$ cat config.mk
export PLATFORM = sky130hd
export DESIGN_NAME = rtmt_ctrl
export DESIGN_NICKNAME = d
export VERILOG_FILES = /design/src/design/rtmt_pkg.sv /design/src/design/rtmt_ctrl.sv
export SDC_FILE = /design/constraint.sdc
export NUM_CORES = 1
export LEC_CHECK = 0
export BUFFER_PORTS_ARGS = -buffer_cell sky130_fd_sc_hd__buf_4
export CAP_MARGIN = 10
export CORE_AREA = 2 2 39 41
export DETAILED_ROUTE_END_ITERATION = 16
export DIE_AREA = 0 0 41 43
export PLACE_DENSITY = 0.72
export REMOVE_ABC_BUFFERS = 1
export SKIP_LAST_GASP = 1
export SLEW_MARGIN = 20
export SYNTH_ARGS = -nofsm -noshare
export SYNTH_HDL_FRONTEND = slang
export SYNTH_SLANG_ARGS = --single-unit
export TNS_END_PERCENT = 100
$ cat constraint.sdc
create_clock -name aclk -period 2.2 [get_ports aclk]
set_input_delay 0.44 -clock aclk [delete_from_list [all_inputs] [get_ports aclk]]
set_output_delay 0.44 -clock aclk [all_outputs]
set_load 0.005 [all_outputs]
$ cat src/design/rtmt_pkg.sv
package rtmt_pkg;

    localparam int SLOTS     = 32;
    localparam int SLOT_W    = $clog2(SLOTS);
    localparam int ID_BITS   = 8;
    localparam int TAG_W     = 64;
    localparam int VALUE_W   = 64;
    localparam int TARGET_W  = 8;
    localparam int STATUS_W  = 2;
    localparam int S_DATA_W  = 136;
    localparam int M_DATA_W  = 80;

    typedef enum logic [STATUS_W-1:0] {
        ST_EXCHANGED = 2'd0,
        ST_FULL      = 2'd1,
        ST_DISABLED  = 2'd2
    } status_code_t;

    // Commands from the controller to the datapath.
    typedef struct packed {
        logic         capture;     // latch the accepted request
        logic         compare;     // register the per-slot tag matches
        logic         pick;        // register the lowest hit and free slot
        logic         park;        // write the request into the free slot
        logic         take;        // free the hit slot
        logic         load_err;    // load an error result
        status_code_t err_status;
        logic         load_res0;   // result for the arriving requester
        logic         load_res1;   // result for the parked waiter
    } rtmt_cmd_t;

    typedef struct packed {
        logic enable;
        logic hit_found;
        logic free_found;
    } rtmt_stat_t;

endpackage

$ cat src/design/rtmt_ctrl.sv
module rtmt_ctrl
    import rtmt_pkg::*;
(
    input  logic       aclk,
    input  logic       aresetn,
    input  logic       s_tvalid,
    output logic       s_tready,
    output logic       m_tvalid,
    input  logic       m_tready,
    input  rtmt_stat_t stat,
    output rtmt_cmd_t  cmd
);

    typedef enum logic [6:0] {
        S_IDLE   = 7'b0000001,
        S_CMP    = 7'b0000010,
        S_PICK   = 7'b0000100,
        S_DECIDE = 7'b0001000,
        S_READ   = 7'b0010000,
        S_SEND0  = 7'b0100000,
        S_LAST   = 7'b1000000
    } state_t;

    state_t state_reg, state_next;

    always_ff @(posedge aclk) begin
        if (!aresetn) begin
            state_reg <= S_IDLE;
        end else begin
            state_reg <= state_next;
        end
    end

    always_comb begin
        state_next     = state_reg;
        cmd            = '0;
        cmd.err_status = ST_FULL;
        s_tready       = 1'b0;
        m_tvalid       = 1'b0;
        unique case (state_reg)
            S_IDLE: begin
                s_tready = 1'b1;
                if (s_tvalid) begin
                    cmd.capture = 1'b1;
                    state_next  = S_CMP;
                end
            end
            S_CMP: begin
                cmd.compare = 1'b1;
                state_next  = S_PICK;
            end
            S_PICK: begin
                cmd.pick   = 1'b1;
                state_next = S_DECIDE;
            end
            S_DECIDE: begin
                if (!stat.enable) begin
                    cmd.load_err   = 1'b1;
                    cmd.err_status = ST_DISABLED;
                    state_next     = S_LAST;
                end else if (stat.hit_found) begin
                    cmd.take   = 1'b1;
                    state_next = S_READ;
                end else if (stat.free_found) begin
                    cmd.park   = 1'b1;
                    state_next = S_IDLE;
                end else begin
                    cmd.load_err   = 1'b1;
                    cmd.err_status = ST_FULL;
                    state_next     = S_LAST;
                end
            end
            S_READ: begin
                cmd.load_res0 = 1'b1;
                state_next    = S_SEND0;
            end
            S_SEND0: begin
                m_tvalid = 1'b1;
                if (m_tready) begin
                    cmd.load_res1 = 1'b1;
                    state_next    = S_LAST;
                end
            end
            S_LAST: begin
                m_tvalid = 1'b1;
                if (m_tready) begin
                    state_next = S_IDLE;
                end
            end
            default: begin
                state_next = S_IDLE;
            end
        endcase
    end

endmodule

==> impl_results.html, run 1 <==
<table>
<tr><th>Metric</th><th>Value</th></tr>
<tr><th colspan="2">GRT</th></tr>
<tr><td>Number of global-route vias before repair</td><td>443</td></tr>
<tr><td>Most Crowded Layer GR</td><td>met2</td></tr>
<tr><td>Global-route congestion overflow total</td><td>0</td></tr>
<tr><td>M3 GR Usage</td><td>4.71%</td></tr>
<tr><td>Pin count of the biggest net entering global routing</td><td>12</td></tr>
<tr><td>Met1 global-route usage</td><td>21.5%</td></tr>
<tr><td>Initial antenna violation count</td><td>0</td></tr>
<tr><td>Wire length of the first global-routing pass</td><td>1.92 mm</td></tr>
<tr><td>Global Route Usage Sum</td><td>15.8%</td></tr>
<tr><td>Global-route track usage on met2</td><td>22.8%</td></tr>
<tr><th colspan="2">Synth</th></tr>
<tr><td>Flop and latch count out of synthesis</td><td>7</td></tr>
<tr><td>Dominant cell by count in the synthesized netlist</td><td>sky130_fd_sc_hd__dfxtp_1</td></tr>
<tr><td>Instance count of the mapped netlist</td><td>62</td></tr>
<tr><td>Top cells by instance count after synthesis</td><td>sky130_fd_sc_hd__dfxtp_1, sky130_fd_sc_hd__and3_1, sky130_fd_sc_hd__nor3_1</td></tr>
<tr><td>Ys Warns</td><td>0</td></tr>
<tr><td>Area fraction of the dominant cell type after synthesis</td><td>about a quarter</td></tr>
<tr><td>Number of enable flip-flop cells after synthesis</td><td>0</td></tr>
<tr><td>Synth Cell Area</td><td>533 µm²</td></tr>
<tr><td>Part of the Yosys area used for sequential elements</td><td>26.3%</td></tr>
<tr><td>Cell types occupying the most area after synthesis</td><td>sky130_fd_sc_hd__dfxtp_1, sky130_fd_sc_hd__and3_1, sky130_fd_sc_hd__nor3_1, sky130_fd_sc_hd__buf_6, sky130_fd_sc_hd__nor4_4</td></tr>
<tr><td>Distinct cell type count after synthesis</td><td>31</td></tr>
<tr><td>Average footprint of a synthesized cell</td><td>8.60 µm²</td></tr>
<tr><td>Post-synth top flop</td><td>sky130_fd_sc_hd__dfxtp_1</td></tr>
<tr><td>Dominant cell type by area after synthesis</td><td>sky130_fd_sc_hd__dfxtp_1</td></tr>
<tr><td>Share of async-settable or async-resettable flops after synthesis</td><td>0%</td></tr>
<tr><th colspan="2">Outcome</th></tr>
<tr><td>Outcome</td><td>finished clean</td></tr>
<tr><th colspan="2">Critical path</th></tr>
<tr><td>Endpoint type of the worst setup path</td><td>output port</td></tr>
<tr><td>Critical-path top delay cell</td><td>sky130_fd_sc_hd__or4_4</td></tr>
<tr><td>Max FO, Critical Path</td><td>7</td></tr>
<tr><td>Arr. time, crit path</td><td>1.70 ns</td></tr>
<tr><td>Classification of the worst setup path</td><td>flop to output port</td></tr>
<tr><td>Ordered cell list for the critical path</td><td>or4_4, nor4b_1, buf_4</td></tr>
<tr><td>Register-to-register setup slack</td><td>0.39 ns</td></tr>
<tr><td>Worst Path Required</td><td>approximately 1.8 ns</td></tr>
<tr><td>Critical Path Max Stage Delay</td><td>0.57 ns</td></tr>
<tr><td>Count of buffer and inverter cells on the critical path</td><td>1</td></tr>
<tr><td>Family with the most delay on the worst path</td><td>simple AND/OR/NAND/NOR gates</td></tr>
<tr><td>Kind of launch point of the worst setup path</td><td>flop</td></tr>
<tr><th colspan="2">Final layout</th></tr>
<tr><td>Area grow syn2layout</td><td>34.5%</td></tr>
<tr><td>Diode insertion count for antenna repair</td><td>0</td></tr>
<tr><td>Post-route standard cell area excluding fillers</td><td>717 µm²</td></tr>
<tr><td>Max FFs per register</td><td>7</td></tr>
<tr><td>Final nets</td><td>90</td></tr>
<tr><td>Final core area utilization</td><td>between 50 and 60%</td></tr>
<tr><td>Layout cell share with drive strength beyond 1</td><td>42.7%</td></tr>
<tr><th colspan="2">Power and ir drop</th></tr>
<tr><td>IR Drop Worst-Case VDD</td><td>0.000361 V</td></tr>
<tr><td>Lkg Pwr</td><td>0.330 nW</td></tr>
<tr><td>Cell Pwr Density</td><td>569 nW/µm²</td></tr>
<tr><td>Post-route total power</td><td>just over 0.0004 W</td></tr>
<tr><th colspan="2">Timing</th></tr>
<tr><td>Unrepaired setup endpoints after global routing</td><td>true</td></tr>
<tr><td>Min Clock Period, post-route</td><td>~2.1 ns</td></tr>
<tr><td>Max Freq</td><td>468 MHz</td></tr>
<tr><td>Min setup slack post-route</td><td>between 0.06 and 0.07 ns</td></tr>
<tr><td>Final Max Slew Viols</td><td>0</td></tr>
<tr><td>Final setup fails</td><td>0</td></tr>
<tr><td>Number of failing hold endpoints at the final stage</td><td>0</td></tr>
<tr><td>Final critical-path share of the clock period</td><td>a little over nine tenths</td></tr>
<tr><td>Actual slew at the worst max-slew pin</td><td>0.443 ns</td></tr>
<tr><td>Worst clock skew</td><td>0.00743 ns</td></tr>
<tr><td>Max-slew headroom at the worst pin</td><td>70.4%</td></tr>
<tr><th colspan="2">Clock tree</th></tr>
<tr><td>Number of clock sinks</td><td>7</td></tr>
<tr><td>Max clock buf depth</td><td>2</td></tr>
<tr><td>CTS Hold Buffers Added</td><td>0</td></tr>
<tr><td>Total number of H-tree levels</td><td>1</td></tr>
<tr><td>Clock root buffer</td><td>sky130_fd_sc_hd__clkbuf_4</td></tr>
<tr><td>Clock tree from TritonCTS</td><td>done</td></tr>
<tr><td>Clock slew at the register clock pins of the worst setup and hold paths</td><td>0.06 ns</td></tr>
<tr><td>Clk Latency, worst-skew pair</td><td>0.27 ns</td></tr>
<tr><td>Clock buffers created by TritonCTS</td><td>3</td></tr>
<tr><th colspan="2">Die</th></tr>
<tr><td>DIE WIDTH</td><td>41 µm</td></tr>
<tr><td>Full die area</td><td>1760 µm²</td></tr>
<tr><td>Core Area</td><td>1380 µm²</td></tr>
<tr><td>Initial cell density of the core</td><td>38.5%</td></tr>
<tr><td>Die Ht</td><td>between 40 and 50 µm</td></tr>
<tr><td>Floorplan row count</td><td>14</td></tr>
<tr><td>Boundary Pins</td><td>19</td></tr>
<tr><th colspan="2">Routing</th></tr>
<tr><td>Total via count in the routed design</td><td>537</td></tr>
<tr><td>Drt wl/cell</td><td>12.6 µm</td></tr>
<tr><td>Via count normalized by instance count</td><td>5.48</td></tr>
<tr><td>Drt pass-1 iters</td><td>4</td></tr>
<tr><td>Total wire length after detailed routing</td><td>1.24 mm</td></tr>
<tr><td>DRC</td><td>0</td></tr>
<tr><td>Initial drt markers</td><td>12</td></tr>
<tr><td>Count of antenna-violating nets left after detailed routing</td><td>0</td></tr>
<tr><th colspan="2">Place</th></tr>
<tr><td>Count of buffers inserted at the top-level ports</td><td>18</td></tr>
<tr><td>Final weighted congestion of routability-driven global placement</td><td>around 0.76</td></tr>
<tr><td>DP Wirelength</td><td>roughly 930 µm</td></tr>
<tr><td>Post-Place Worst Slack</td><td>0.288 ns</td></tr>
<tr><td>Instance area after placement</td><td>656 µm²</td></tr>
<tr><th colspan="2">Min path</th></tr>
<tr><td>Worst hold path type</td><td>primary input to flop</td></tr>
<tr><th colspan="2">Job</th></tr>
<tr><td>Total of max-cap violations</td><td>0</td></tr>
</table>
==> per-stage QoR <==
stage                     std cells  TNS [ns]  hold WS [ns]
after floorplan                  58         0         0.529
after global placement           92         0         0.647
after detailed placement         92         0         0.655
after CTS                        96         0         0.412
after global routing             98    -0.125         0.398
final                            98         0         0.405
==> power by group <==
part / leakage (nW) / internal, W / switching (W)
registers: 0.0573 / 0.000136 / 0.0000196
logic: 0.255 / 0.0000674 / 0.0000585
clock network: 0.0177 / 0.0000671 / 0.0000595
==> routing by layer <==
metal  vias to the layer above  share of wire (%)
li1                        273                  -
met1                       251                 45
met2                         9                 50
met3                         4                3.1
met4                         0                2.0
met5                         -                  0
==> repair_timing <==
item,in CTS,in global routing
setup endpoints to repair,0,5
setup buffers,0,2
gates resized for setup,0,4
==> final cells by class <==
| class | count | area (µm²) |
|---|---|---|
| Fill cell | 128 | 667 |
| Multi-Input combinational cell | 48 | 367 |
| Timing Repair Buffer | 20 | 150 |
| Sequential cell | 7 | 141 |
| Clock buffer | 3 | 22.5 |
| Tap cell | 16 | 20.0 |
| Inverter | 3 | 11.3 |
| Clock inverter | 1 | 5.00 |
==> logic make-up (layout without fill, tap and decap cells) <==
family / after synthesis / count (layout) / synth area share (%)
buf+inv: 7 / 27 / 8.22
mux: 1 / 1 / 1.88
simple gates: 38 / 38 / 50.9
flops: 7 / 7 / 26.3
xor+xnor: 2 / 2 / 3.29
compound gates: 7 / 7 / 9.39
==> worst paths after layout <==
check	from	cells past startpoint	end
setup / recovery	state_reg[3]$_SDFFE_PN0P_	3	cmd[1]
hold / removal	aresetn	2	state_reg[0]$_SDFFE_PN1P_
setup reg to reg	state_reg[3]$_SDFFE_PN0P_	5	state_reg[6]$_SDFFE_PN0P_
hold reg to reg	state_reg[6]$_SDFFE_PN0P_	1	state_reg[6]$_SDFFE_PN0P_
==> cell usage in the layout, fill, tap and decap left out, types with 2 or more instances in the layout <==
| master | synthesis | final |
|---|---|---|
| sky130_fd_sc_hd__buf_4 | 0 | 20 |
| sky130_fd_sc_hd__and3_1 | 6 | 6 |
| sky130_fd_sc_hd__dfxtp_1 | 7 | 6 |
| sky130_fd_sc_hd__nor3_1 | 6 | 5 |
| sky130_fd_sc_hd__nand2b_1 | 3 | 3 |
| sky130_fd_sc_hd__nor4_2 | 1 | 3 |
| sky130_fd_sc_hd__inv_1 | 3 | 3 |
| sky130_fd_sc_hd__and2_1 | 3 | 3 |
| sky130_fd_sc_hd__o21ai_0 | 3 | 3 |
| sky130_fd_sc_hd__clkbuf_4 | 0 | 3 |
| sky130_fd_sc_hd__nor4b_1 | 2 | 2 |
| sky130_fd_sc_hd__nor2_1 | 2 | 2 |
| sky130_fd_sc_hd__nand3_1 | 2 | 2 |
| sky130_fd_sc_hd__nor3b_1 | 2 | 2 |
No activity file was read; power rests on OpenSTA's default activity.
==> run 2, diff against run 1 <==
Clock period 2.2 ns to 2.55 ns, I/O delays scaled along.
==> impl_results.html, run 2 (synthesized netlist as in run 1, its figures left out) <==
<table>
<tr><th>Metric</th><th>Value</th></tr>
<tr><th colspan="2">Timing</th></tr>
<tr><td>Number of failing hold endpoints at the final stage</td><td>0 (unchanged)</td></tr>
<tr><td>Max Freq</td><td>446 MHz</td></tr>
<tr><td>Worst clock skew</td><td>0.00235 ns (-0.00508 ns)</td></tr>
<tr><td>Final critical-path share of the clock period</td><td>87.9%</td></tr>
<tr><td>Min Clock Period, post-route</td><td>2.24 ns</td></tr>
<tr><td>Setup TNS after final layout</td><td>0 ns (unchanged)</td></tr>
<tr><td>Final Max Slew Viols</td><td>0 (unchanged)</td></tr>
<tr><td>Actual slew at the worst max-slew pin</td><td>0.415 ns (-0.0280 ns)</td></tr>
<tr><td>Final setup fails</td><td>0 (unchanged)</td></tr>
<tr><td>Min setup slack post-route</td><td>0.307 ns (+0.246 ns)</td></tr>
<tr><td>Max-slew headroom at the worst pin</td><td>72.3% (+1.9 points)</td></tr>
<tr><td>Unrepaired setup endpoints after global routing</td><td>false</td></tr>
<tr><th colspan="2">Place</th></tr>
<tr><td>Instance area after placement</td><td>656 µm² (unchanged)</td></tr>
<tr><td>DP Wirelength</td><td>902 µm (-2.5%)</td></tr>
<tr><td>Final weighted congestion of routability-driven global placement</td><td>0.757 (+0.12%)</td></tr>
<tr><td>Post-Place Worst Slack</td><td>0.578 ns (+0.290 ns)</td></tr>
<tr><td>Count of buffers inserted at the top-level ports</td><td>18 (unchanged)</td></tr>
<tr><th colspan="2">Die</th></tr>
<tr><td>Initial cell density of the core</td><td>38.5% (unchanged)</td></tr>
<tr><td>Full die area</td><td>1760 µm² (unchanged)</td></tr>
<tr><td>DIE WIDTH</td><td>41 µm (unchanged)</td></tr>
<tr><td>Boundary Pins</td><td>19 (unchanged)</td></tr>
<tr><td>Floorplan row count</td><td>14 (unchanged)</td></tr>
<tr><td>Die Ht</td><td>43 µm (unchanged)</td></tr>
<tr><td>Core Area</td><td>1380 µm² (unchanged)</td></tr>
<tr><th colspan="2">Final layout</th></tr>
<tr><td>Post-route standard cell area excluding fillers</td><td>683 µm² (-4.7%)</td></tr>
<tr><td>Diode insertion count for antenna repair</td><td>0 (unchanged)</td></tr>
<tr><td>Highest-count cells in the layout ignoring fill and taps</td><td>sky130_fd_sc_hd__buf_4, sky130_fd_sc_hd__dfxtp_1, sky130_fd_sc_hd__nor3_1, sky130_fd_sc_hd__and3_1</td></tr>
<tr><td>Layout cell share with drive strength beyond 1</td><td>36.3% (-6.4 points)</td></tr>
<tr><td>Area grow syn2layout</td><td>28.2%</td></tr>
<tr><td>Commonest non-fill, non-tap cell in the layout</td><td>sky130_fd_sc_hd__buf_4</td></tr>
<tr><td>Final nets</td><td>88 (-2.2%)</td></tr>
<tr><td>Max FFs per register</td><td>7 (unchanged)</td></tr>
<tr><th colspan="2">Power and ir drop</th></tr>
<tr><td>IR Drop Worst-Case VDD</td><td>0.000364 V (+0.72%)</td></tr>
<tr><td>Fraction of power spent switching nets</td><td>31.8% (-1.8 points)</td></tr>
<tr><td>Internal</td><td>0.000224 W (-17%)</td></tr>
<tr><td>Lkg Pwr</td><td>0.317 nW (-4.0%)</td></tr>
<tr><td>Cell Pwr Density</td><td>482 nW/µm² (-15%)</td></tr>
<tr><td>Reported net switching power</td><td>0.000105 W (-24%)</td></tr>
<tr><td>Fraction of power consumed by combinational cells</td><td>29.6% (-1.2 points)</td></tr>
<tr><td>Clk pwr share</td><td>30.2% (-0.8 points)</td></tr>
<tr><td>Seq pwr share</td><td>40.3% (+2.1 points)</td></tr>
<tr><th colspan="2">Job</th></tr>
<tr><td>Total of max-cap violations</td><td>0 (unchanged)</td></tr>
<tr><th colspan="2">Clock tree</th></tr>
<tr><td>Total number of H-tree levels</td><td>1 (unchanged)</td></tr>
<tr><td>Clock root buffer</td><td>sky130_fd_sc_hd__clkbuf_4</td></tr>
<tr><td>Clock buffers created by TritonCTS</td><td>3 (unchanged)</td></tr>
<tr><td>Clock slew at the register clock pins of the worst setup and hold paths</td><td>0.06 ns (about the same)</td></tr>
<tr><td>Number of clock sinks</td><td>7 (unchanged)</td></tr>
<tr><td>Clk Latency, worst-skew pair</td><td>0.25 ns (-0.02 ns)</td></tr>
<tr><td>Number of cells upsized or downsized after cts</td><td>0 (unchanged)</td></tr>
<tr><td>Max clock buf depth</td><td>2 (unchanged)</td></tr>
<tr><td>Post-CTS setup repair buffer count</td><td>0 (unchanged)</td></tr>
<tr><td>CTS Hold Buffers Added</td><td>0 (unchanged)</td></tr>
<tr><td>Clock tree from TritonCTS</td><td>done</td></tr>
<tr><th colspan="2">GRT</th></tr>
<tr><td>Wire length of the first global-routing pass</td><td>1.93 mm (+0.73%)</td></tr>
<tr><td>Global-route track usage on met2</td><td>21.6% (-1.2 points)</td></tr>
<tr><td>Most Crowded Layer GR</td><td>met1</td></tr>
<tr><td>Met1 global-route usage</td><td>23.1% (+1.6 points)</td></tr>
<tr><td>Number of global-route vias before repair</td><td>447 (+0.90%)</td></tr>
<tr><td>Initial antenna violation count</td><td>0 (unchanged)</td></tr>
<tr><td>M3 GR Usage</td><td>4.71% (unchanged)</td></tr>
<tr><td>Global Route Usage Sum</td><td>16.2% (+0.40 points)</td></tr>
<tr><td>Pin count of the biggest net entering global routing</td><td>12 (unchanged)</td></tr>
<tr><td>Global-route congestion overflow total</td><td>0 (unchanged)</td></tr>
<tr><th colspan="2">Critical path</th></tr>
<tr><td>Worst Path Required</td><td>2.04 ns (+0.28 ns)</td></tr>
<tr><td>Arr. time, crit path</td><td>1.73 ns (+0.03 ns)</td></tr>
<tr><td>Max FO, Critical Path</td><td>9 (+2)</td></tr>
<tr><td>Endpoint type of the worst setup path</td><td>output port</td></tr>
<tr><td>Classification of the worst setup path</td><td>flop to output port</td></tr>
<tr><td>Kind of launch point of the worst setup path</td><td>flop</td></tr>
<tr><th colspan="2">Routing</th></tr>
<tr><td>Drt wl/cell</td><td>11.8 µm (-6.2%)</td></tr>
<tr><td>Via count normalized by instance count</td><td>5.49 (+0.18%)</td></tr>
<tr><td>Initial drt markers</td><td>11 (-1)</td></tr>
<tr><td>Drt pass-1 iters</td><td>6 (+2)</td></tr>
<tr><td>Total via count in the routed design</td><td>527 (-1.9%)</td></tr>
<tr><td>Count of antenna-violating nets left after detailed routing</td><td>0 (unchanged)</td></tr>
<tr><td>Total wire length after detailed routing</td><td>1.14 mm (-8.1%)</td></tr>
<tr><td>DRC</td><td>0 (unchanged)</td></tr>
<tr><th colspan="2">Outcome</th></tr>
<tr><td>Outcome</td><td>finished clean</td></tr>
<tr><th colspan="2">Min path</th></tr>
<tr><td>Worst hold path type</td><td>primary input to flop</td></tr>
</table>
run 2: cell types whose count changed in the layout (fill, tap and decap cells not counted):
cell / change
sky130_fd_sc_hd__buf_4: -2
sky130_fd_sc_hd__dfxtp_1: +1
sky130_fd_sc_hd__dfxtp_2: -1
sky130_fd_sc_hd__nor3_1: +1
sky130_fd_sc_hd__nor3_2: -1
sky130_fd_sc_hd__nor4_1: +2
sky130_fd_sc_hd__nor4_2: -2
run 2: worst paths after layout:
kind	start	depth (start not counted)	endpoint	slack, ns
worst min register to register	state_reg[6]$_SDFFE_PN0P_	1	state_reg[6]$_SDFFE_PN0P_	0.67
worst min-delay path	aresetn	2	state_reg[0]$_SDFFE_PN1P_	0.49
worst max-delay path	state_reg[0]$_SDFFE_PN1P_	4	cmd[0]	0.31
worst max register to register	state_reg[4]$_SDFFE_PN0P_	4	state_reg[6]$_SDFFE_PN0P_	0.80
run 2: stage by stage:
stage	hold slack (ns)	std cells	util (%)	power, W
after floorplan	0.599	58	-	0.000193
after global placement	0.647	92	47.4	0.000229
after detailed placement	0.656	92	47.4	0.000232
after CTS	0.483	96	49.4	0.000334
after global routing	0.476	96	49.4	0.000356
final	0.486	96	49.4	0.000329
run 2: per-layer routing:
| metal | routed length (µm) | vias up | share of wire, % |
|---|---|---|---|
| li1 | - | 272 | - |
| met1 | 530 | 240 | 47 |
| met2 | 545 | 13 | 48 |
| met3 | 43 | 2 | 3.8 |
| met4 | 17 | 0 | 1.5 |
| met5 | 0 | - | 0 |
run 2: area by class of cell:
cell class	count	area [µm²]
inverters	3	11.3
fillers	139	701
repair buffers	18	135
clock buffers	3	22.5
flip-flops and latches	7	140
well taps	16	20.0
clock inverters	1	5.00
multi-input cells	48	349
run 2: worst max-delay path, cell delays in order (launching register included):
cell and delay, ns:
sky130_fd_sc_hd__dfxtp_1 0.37, sky130_fd_sc_hd__or4_4 0.61, sky130_fd_sc_hd__nor4b_2 0.25, sky130_fd_sc_hd__and2_1 0.16
sky130_fd_sc_hd__buf_4 0.10
run 2: power by group through the flow:
stage	logic, W	clock network (W)	registers [W]
floorplan	0.0000615	0	0.000131
global placement	0.0000956	0	0.000134
detailed placement	0.0000975	0	0.000135
CTS	0.0000977	0.000104	0.000132
global route	0.000110	0.000112	0.000134
finish	0.0000973	0.0000993	0.000133
